**src/design/rmd_pkg.sv**
```systemverilog
// Shared types and constants for the rotator motor drive.
`timescale 1ns / 1ps
package rmd_pkg;

  localparam int unsigned ErrW   = 17;
  localparam int unsigned TimeW  = 32;
  localparam int unsigned LevelW = 8;
  localparam int unsigned GainW  = 16;
  localparam int unsigned WeightW = 9;
  localparam int unsigned ModeW  = 2;
  localparam int unsigned CfgIdxW = 2;
  localparam int unsigned CfgDataW = 16;
  localparam int unsigned InDataW = 56;
  localparam int unsigned OutDataW = 16;

  localparam int unsigned ProdW  = 33;
  localparam int unsigned AcW    = 26;
  localparam int unsigned ClampW = 24;

  localparam logic [ProdW-1:0] DutyClamp = ProdW'(255 * 65536);
  localparam logic [AcW-1:0]   MaxErrQ16 = AcW'(20 * 65536);
  localparam logic [AcW-1:0]   OneDegQ16 = AcW'(65536);
  localparam logic [ErrW-1:0]  DeadZone  = ErrW'(128);
  localparam logic [TimeW:0]   OnTimeMs  = (TimeW + 1)'(20);
  localparam logic [LevelW-1:0] LevelHigh = 8'hFF;
  localparam logic [LevelW-1:0] LevelLow  = 8'h00;

  localparam logic [GainW-1:0]   GainReset   = 16'd256;
  localparam logic [WeightW-1:0] WeightReset = 9'd256;

  typedef enum logic [ModeW-1:0] {
    MODE_PWM_DIR = 2'd0,
    MODE_FWD_REV = 2'd1,
    MODE_AC      = 2'd2,
    MODE_UNUSED  = 2'd3
  } mode_t;

  typedef enum logic [CfgIdxW-1:0] {
    REG_MOTOR_MODE    = 2'd0,
    REG_LOOP_GAIN     = 2'd1,
    REG_FILTER_WEIGHT = 2'd2,
    REG_NONE          = 2'd3
  } reg_idx_t;

  typedef enum logic [1:0] {
    ST_IDLE = 2'd0,
    ST_MUL1 = 2'd1,
    ST_MUL2 = 2'd2,
    ST_UPD  = 2'd3
  } state_t;

  typedef struct packed {
    logic load;
    logic mul1;
    logic mul2;
    logic update;
  } cmd_t;

  typedef struct packed {
    logic out_busy;
  } status_t;

endpackage

```
**src/design/rmd_ctrl.sv**
```systemverilog
// Sequencer that steps one beat through load, two multiply stages and the level update.
`timescale 1ns / 1ps
module rmd_ctrl import rmd_pkg::*; (
  input  logic    clk,
  input  logic    rst_n,
  input  logic    in_tvalid,
  output logic    in_tready,
  input  status_t status,
  output cmd_t    cmd
);

  state_t state_r;
  state_t state_nxt;

  always_ff @(posedge clk) begin
    if (!rst_n) begin
      state_r <= ST_IDLE;
    end else begin
      state_r <= state_nxt;
    end
  end

  always_comb begin
    state_nxt = state_r;
    cmd       = '0;
    in_tready = 1'b0;
    unique case (state_r)
      ST_IDLE: begin
        in_tready = 1'b1;
        if (in_tvalid) begin
          cmd.load  = 1'b1;
          state_nxt = ST_MUL1;
        end
      end
      ST_MUL1: begin
        cmd.mul1  = 1'b1;
        state_nxt = ST_MUL2;
      end
      ST_MUL2: begin
        cmd.mul2  = 1'b1;
        state_nxt = ST_UPD;
      end
      ST_UPD: begin
        if (!status.out_busy) begin
          cmd.update = 1'b1;
          state_nxt  = ST_IDLE;
        end
      end
      default: state_nxt = ST_IDLE;
    endcase
  end

endmodule

```
**src/design/rmd_datapath.sv**
```systemverilog
// Datapath: error magnitude, gain and weight products, off time and pin level state.
`timescale 1ns / 1ps
module rmd_datapath import rmd_pkg::*; (
  input  logic                clk,
  input  logic                rst_n,
  input  cmd_t                cmd,
  output status_t             status,
  input  logic [ErrW-1:0]     angle_error,
  input  logic [TimeW-1:0]    now_ms,
  input  mode_t               motor_mode,
  input  logic [GainW-1:0]    loop_gain,
  input  logic [WeightW-1:0]  filter_weight,
  output logic                out_tvalid,
  input  logic                out_tready,
  output logic [LevelW-1:0]   fwd_duty,
  output logic [LevelW-1:0]   rev_duty
);

  logic [ErrW-1:0]   angle_r;
  logic [TimeW-1:0]  now_r;
  logic              neg_r;
  logic [ErrW-1:0]   mag_r;
  logic [ProdW-1:0]  m_r;
  logic [AcW-1:0]    a_r;
  logic [ProdW-1:0]  s_r;
  logic [LevelW-1:0] off_r;
  logic [TimeW-1:0]  elapsed_r;
  logic              a_small_r;

  logic [LevelW-1:0] fwd_level_r, fwd_level_nxt;
  logic [LevelW-1:0] rev_level_r, rev_level_nxt;
  logic [TimeW-1:0]  pulse_start_r, pulse_start_nxt;
  logic              out_valid_r;

  logic              neg;
  logic [ErrW-1:0]   mag;
  logic [ClampW-1:0] m_clamped;
  logic [AcW-1:0]    ac_diff;
  logic [ClampW-1:0] ac_scaled;
  logic [LevelW-1:0] off_nxt;
  logic [LevelW-1:0] duty;
  logic              pos;
  logic              dead;

  assign neg = angle_r[ErrW-1];
  assign mag = neg ? (~angle_r + ErrW'(1)) : angle_r;

  assign m_clamped = (m_r > DutyClamp) ? DutyClamp[ClampW-1:0] : m_r[ClampW-1:0];
  assign ac_diff   = MaxErrQ16 - a_r;
  assign ac_scaled = ClampW'({ac_diff, 2'b00}) + ClampW'(ac_diff);
  assign off_nxt   = (a_r > MaxErrQ16) ? LevelLow : ac_scaled[ClampW-1:ClampW-LevelW];

  always_ff @(posedge clk) begin
    if (cmd.load) begin
      angle_r <= angle_error;
      now_r   <= now_ms;
    end
    if (cmd.mul1) begin
      neg_r <= neg;
      mag_r <= mag;
      m_r   <= ProdW'(mag) * ProdW'(loop_gain);
      a_r   <= AcW'(mag) * AcW'(filter_weight);
    end
    if (cmd.mul2) begin
      s_r       <= ProdW'(m_clamped) * ProdW'(filter_weight);
      off_r     <= off_nxt;
      elapsed_r <= now_r - pulse_start_r;
      a_small_r <= a_r < OneDegQ16;
    end
  end

  assign duty = s_r[ProdW-1] ? LevelHigh : s_r[ProdW-2:ProdW-1-LevelW];
  assign pos  = !neg_r && (mag_r != '0) && (s_r != '0);
  assign dead = mag_r < DeadZone;

  always_comb begin
    fwd_level_nxt   = fwd_level_r;
    rev_level_nxt   = rev_level_r;
    pulse_start_nxt = pulse_start_r;
    case (motor_mode)
      MODE_PWM_DIR: begin
        fwd_level_nxt = dead ? LevelLow : duty;
        rev_level_nxt = pos ? LevelHigh : LevelLow;
      end
      MODE_FWD_REV: begin
        if (dead) begin
          fwd_level_nxt = LevelLow;
          rev_level_nxt = LevelLow;
        end else if (pos) begin
          fwd_level_nxt = duty;
          rev_level_nxt = LevelLow;
        end else begin
          fwd_level_nxt = LevelLow;
          rev_level_nxt = duty;
        end
      end
      MODE_AC: begin
        if (a_small_r) begin
          fwd_level_nxt = LevelLow;
          rev_level_nxt = LevelLow;
        end else begin
          if (elapsed_r > TimeW'(off_r)) begin
            fwd_level_nxt = LevelLow;
            rev_level_nxt = LevelLow;
          end
          if ({1'b0, elapsed_r} > ((TimeW + 1)'(off_r) + OnTimeMs)) begin
            if (neg_r) begin
              rev_level_nxt = LevelHigh;
            end else begin
              fwd_level_nxt = LevelHigh;
            end
            pulse_start_nxt = now_r;
          end
        end
      end
      default: begin
      end
    endcase
  end

  always_ff @(posedge clk) begin
    if (!rst_n) begin
      fwd_level_r   <= LevelLow;
      rev_level_r   <= LevelLow;
      pulse_start_r <= '0;
      out_valid_r   <= 1'b0;
    end else begin
      if (cmd.update) begin
        fwd_level_r   <= fwd_level_nxt;
        rev_level_r   <= rev_level_nxt;
        pulse_start_r <= pulse_start_nxt;
        out_valid_r   <= 1'b1;
      end else if (out_tready) begin
        out_valid_r <= 1'b0;
      end
    end
  end

  assign status.out_busy = out_valid_r && !out_tready;
  assign out_tvalid      = out_valid_r;
  assign fwd_duty        = fwd_level_r;
  assign rev_duty        = rev_level_r;

endmodule

```
**src/design/rotator_motor_drive.sv**
```systemverilog
// Top level of the rotator motor drive: configuration registers, sequencer and datapath.
`timescale 1ns / 1ps
// Each input beat carries a signed pointing error in 1/256 degree and the current
// millisecond time; one output beat follows with the forward and reverse pin levels.
// An item is accepted and captured, then the error times gain and weight products
// are formed, then the clamped duty times weight product and the pulse off time,
// and last the pin levels are updated. The next beat is taken in the cycle after
// the update, so the block takes no new item before the last one is through; a
// result still waiting holds the update cycle until it is taken. Configuration
// writes must only occur while no item is in flight.
module rotator_motor_drive import rmd_pkg::*; (
  input  logic                clk,
  input  logic                rst_n,
  input  logic                in_tvalid,
  output logic                in_tready,
  input  logic [InDataW-1:0]  in_tdata,   // angle_error[16:0], now_ms[48:17], zero pad
  output logic                out_tvalid,
  input  logic                out_tready,
  output logic [OutDataW-1:0] out_tdata,  // fwd_duty[7:0], rev_duty[15:8]
  input  logic                cfg_we,
  input  logic [CfgIdxW-1:0]  cfg_index,
  input  logic [CfgDataW-1:0] cfg_data
);

  mode_t               motor_mode_r;
  logic [GainW-1:0]    loop_gain_r;
  logic [WeightW-1:0]  filter_weight_r;
  cmd_t                cmd;
  status_t             status;
  logic [LevelW-1:0]   fwd_duty;
  logic [LevelW-1:0]   rev_duty;

  always_ff @(posedge clk) begin
    if (!rst_n) begin
      motor_mode_r    <= MODE_PWM_DIR;
      loop_gain_r     <= GainReset;
      filter_weight_r <= WeightReset;
    end else if (cfg_we) begin
      unique case (reg_idx_t'(cfg_index))
        REG_MOTOR_MODE:    motor_mode_r    <= mode_t'(cfg_data[ModeW-1:0]);
        REG_LOOP_GAIN:     loop_gain_r     <= cfg_data[GainW-1:0];
        REG_FILTER_WEIGHT: filter_weight_r <= cfg_data[WeightW-1:0];
        default: begin
        end
      endcase
    end
  end

  rmd_ctrl u_ctrl (
    .clk       (clk),
    .rst_n     (rst_n),
    .in_tvalid (in_tvalid),
    .in_tready (in_tready),
    .status    (status),
    .cmd       (cmd)
  );

  rmd_datapath u_datapath (
    .clk           (clk),
    .rst_n         (rst_n),
    .cmd           (cmd),
    .status        (status),
    .angle_error   (in_tdata[ErrW-1:0]),
    .now_ms        (in_tdata[ErrW+TimeW-1:ErrW]),
    .motor_mode    (motor_mode_r),
    .loop_gain     (loop_gain_r),
    .filter_weight (filter_weight_r),
    .out_tvalid    (out_tvalid),
    .out_tready    (out_tready),
    .fwd_duty      (fwd_duty),
    .rev_duty      (rev_duty)
  );

  assign out_tdata = {rev_duty, fwd_duty};

endmodule

```
**config.mk**
```make
export PLATFORM = sky130hd
export DESIGN_NAME = rotator_motor_drive
export DESIGN_NICKNAME = d
export VERILOG_FILES = /design/src/design/rmd_pkg.sv /design/src/design/rmd_ctrl.sv /design/src/design/rmd_datapath.sv /design/src/design/rotator_motor_drive.sv
export SDC_FILE = /design/constraint.sdc
export NUM_CORES = 2
export LEC_CHECK = 0
export ABC_AREA = 1
export BUFFER_PORTS_ARGS = -buffer_cell sky130_fd_sc_hd__buf_2
export CORE_UTILIZATION = 45
export DETAILED_ROUTE_END_ITERATION = 7
export SYNTH_ARGS = -nofsm -noshare
export SYNTH_HDL_FRONTEND = slang
export SYNTH_SLANG_ARGS = --single-unit
export TNS_END_PERCENT = 10
```
**constraint.sdc**
```tcl
create_clock -name clk -period 6.8 [get_ports clk]
set_input_delay 1.02 -clock clk [delete_from_list [all_inputs] [get_ports clk]]
set_output_delay 1.02 -clock clk [all_outputs]
set_load 0.01 [all_outputs]
```
==> impl_metrics.csv <==
group,metric,value,unit
setup_path,end_kind,"register",
drt,vias,28390,
setup_path,cp_common_cell,"fa_1",
clock_network,clockBufferDepth,3,
drt,drc,0,
clock_network,cts_inserted_buffers,36,
clock_network,hold_buffers,0,
floorplan,start_util,45.58,%
clock_network,clk_pin_slew_worst_paths,0.06,ns
floorplan,core_area,77590,um^2
global_routing,grt_max_degree,69,
pwr,vdd_drop_max,0.2687,mV
floorplan,ioPinCount,97,
clock_network,cts_tree,"built",
yosys,syn_area,35370,um^2
floorplan,chipHeight,282.3,um
setup_path,crit_fanout,5,
global_routing,grt_pass1_wl,153500,um
global_routing,grt_pass1_vias,28430,
global_routing,grtUsageMet2,41.57,%
setup_path,startpoint,"u_datapath.angle_r[2]",
drt,postRouteAntennaNets,0,
drt,wirelength,96470,um
setup_path,cp.arrival,6.89,ns
global_routing,use_met1,33.26,%
floorplan,die_w,282.3,um
clock_network,root_buffer,"clkbuf_16",
global_routing,grt_use_met3,2.982,%
finish,drive_gt1_share,8.855,%
yosys,syn_inst,4392,
worst_hold_path,hp-start,"u_datapath.pulse_start_r[0]",
timing,min_period,6.586,ns
worst_hold_path,hp-class,"reg2reg",
setup_path,r2r-start,"u_datapath.angle_r[2]",
timing,fmax,151.8,MHz
timing,rsz0062_at_grt,"true",
finish,layout_common_cells,"924 x inv_1, 870 x nand2_1, 493 x nor2_1, 469 x fa_1, 273 x ha_1",
timing,maxSlewHeadroom,27.66,%
global_routing,gr-usage-all-layers,24.78,%
global_routing,grt-ovfl-total,0,
timing,skew,0.02573,ns
pwr,total_power,12700,uW
timing,worst_slew_pin_slew,1.083,ns
finish,synthToLayoutAreaGrowth,9.828,%
clock_network,worstSkewPairLatency,0.57,ns
timing,hold_violations,0,
yosys,syn_area_per_cell,8.052,um^2
outcome,status,"completed",
setup_path,worstSetupPathType,"reg2reg",
finish,multiInputGateArea,23730,um^2
pwr,p_per_area,326.9,nW/um^2
clock_network,cts_num_sinks,278,
drt,vias_per_cell,5.077,
job,drv_cap,0,
placement,io_buffers,89,
floorplan,row_count,102,
clock_network,htreeDepth,2,
finish,num-nets-final,5352,
yosys,synth.ff_latch_count,278,
yosys,syn-num-nets,5221,
yosys,ys_async_sr_fraction,0,%
finish,fin_cells,5592,
drt,drt-pass1-iter-count,5,
timing,finalCritPeriodShare,96.86,%
yosys,synth_edf_count,200,
finish,finish.instance_area,38840,um^2
drt,drtIter0Drc,1632,
setup_path,slowest_delay,0.57,ns
placement,place_inst,5519,
floorplan,die_area,79720,um^2
timing,slew_viol_final,0,
pwr,p_leak,0.01942,uW
setup_path,crit_path_top_delay_cell,"fa_1",
finish,nFillCells,7695,
finish,utilization,50.06,%
placement,dp_hpwl,79770,um
placement,dpl-instance-area,37450,um^2
setup_path,crit_required,7.11,ns
placement,globalplace.congestion,0.9316,
finish,mostFrequentLayoutCell,"inv_1",
yosys,synthFlopType,"edfxtp_1",
global_routing,busiest_layer,"met2",
drt,post_drt_wl_per_cell,17.25,um
timing,setup_viol,0,
yosys,yosysWarnings,0,
timing,tns,0,ns
finish,seqCellArea,7569,um^2
global_routing,grt_antenna_before_repair,0,
setup_path,cp-start-kind,"register",
yosys,yosysUniqueCellTypes,55,
yosys,yosysSeqAreaShare,21.40,%
[per-stage QoR]
stage / setup slack, ns / hold slack (ns)
after floorplan: 0.5367 / 0.4281
after global placement: 0.1633 / 0.4384
after detailed placement: 0.2019 / 0.4486
after CTS: 0.1463 / 0.4592
after global routing: -0.03045 / 0.4762
final: 0.2136 / 0.4558
[layer usage]
layer | part of all wire [%] | up-vias
met2 | 47 | 794
met1 | 44 | 13720
met4 | 3.5 | 0
met5 | 0 | -
met3 | 5.4 | 162
li1 | - | 13720
[cell type report]
type	count	share of cell area (%)
clock inverter	20	0.5734
timing repair buffer	210	3.553
multi-input combinational	3023	61.09
inverter	974	9.451
antenna	1	0.006442
sequential	278	19.49
clock buffer	46	2.493
tap	1040	3.350
[repair_timing]
| item | in CTS | in global routing |
|---|---|---|
| hold endpoints to repair | 0 | 0 |
| setup buffers | 0 | 6 |
| setup endpoints to repair | 0 | 19 |
| resized for setup | 0 | 35 |
[registers in the layout, summed over array words and instances, names as in the netlist, 8 cells and up]
| signal | count |
|---|---|
| loop_gain_r | 16 |
| u_datapath.s_r | 33 |
| u_datapath.fwd_duty | 8 |
| filter_weight_r | 9 |
| u_datapath.m_r | 33 |
| u_datapath.now_r | 32 |
| u_datapath.angle_r | 17 |
| u_datapath.pulse_start_r | 32 |
| u_datapath.a_r | 26 |
| u_datapath.elapsed_r | 32 |
| u_datapath.rev_duty | 8 |
| u_datapath.mag_r | 17 |
| u_datapath.off_r | 8 |
[cells in the mapped netlist, drive strengths merged (24+ instances only)]
cell | n | area share (%)
o21bai | 24 | 0.51
xnor2 | 28 | 0.69
nor3 | 36 | 0.57
clkbuf | 73 | 0.77
nand4 | 33 | 0.66
nand3 | 133 | 1.9
buf | 44 | 0.80
nor2 | 539 | 6.2
o21ai | 166 | 2.4
a21o | 28 | 0.59
fa | 470 | 27
ha | 280 | 9.9
xor2 | 91 | 2.3
inv | 968 | 10
nand2 | 883 | 9.5
dfxtp | 78 | 4.4
edfxtp | 200 | 17
a21oi | 228 | 3.3
[cells by family (layout without fill, tap and decap cells)]
family	count (synthesis)	after routing	synth area share, %
adders and majority gates	750	750	36.51
and+or+nand+nor	1668	1668	19.61
AOI/OAI and AO/OA	486	486	7.550
other	0	1	0
buffers and inverters	1091	1250	11.94
xor gates and xnor gates	119	119	3.000
DFF	278	278	21.40
[report_power, final]
part	switching (uW)	internal (uW)	total [uW]
Sequential	316	2570	2880
Clock	811	1140	1950
Combinational	5040	2820	7870
[worst max-delay path: cells and delay by family, from the launching register on]
kind,cells,cell delay (ns)
adder cells (fa/ha/maj),7,3.44
buffers and inverters,9,0.84
AND/OR/NAND/NOR,7,0.67
AO/OA/AOI/OAI,4,0.48
flip-flops,1,0.47
XOR/XNOR,2,0.43
[final timing paths]
check | endpoint | depth (start not counted) | slack [ns]
setup / recovery | u_datapath.m_r[24] | 29 | 0.21
hold / removal | u_datapath.pulse_start_r[0] | 2 | 0.46
setup reg to reg | u_datapath.m_r[24] | 29 | 0.21
hold reg to reg | u_datapath.pulse_start_r[0] | 2 | 0.46
(Power assumes the default switching activity.)
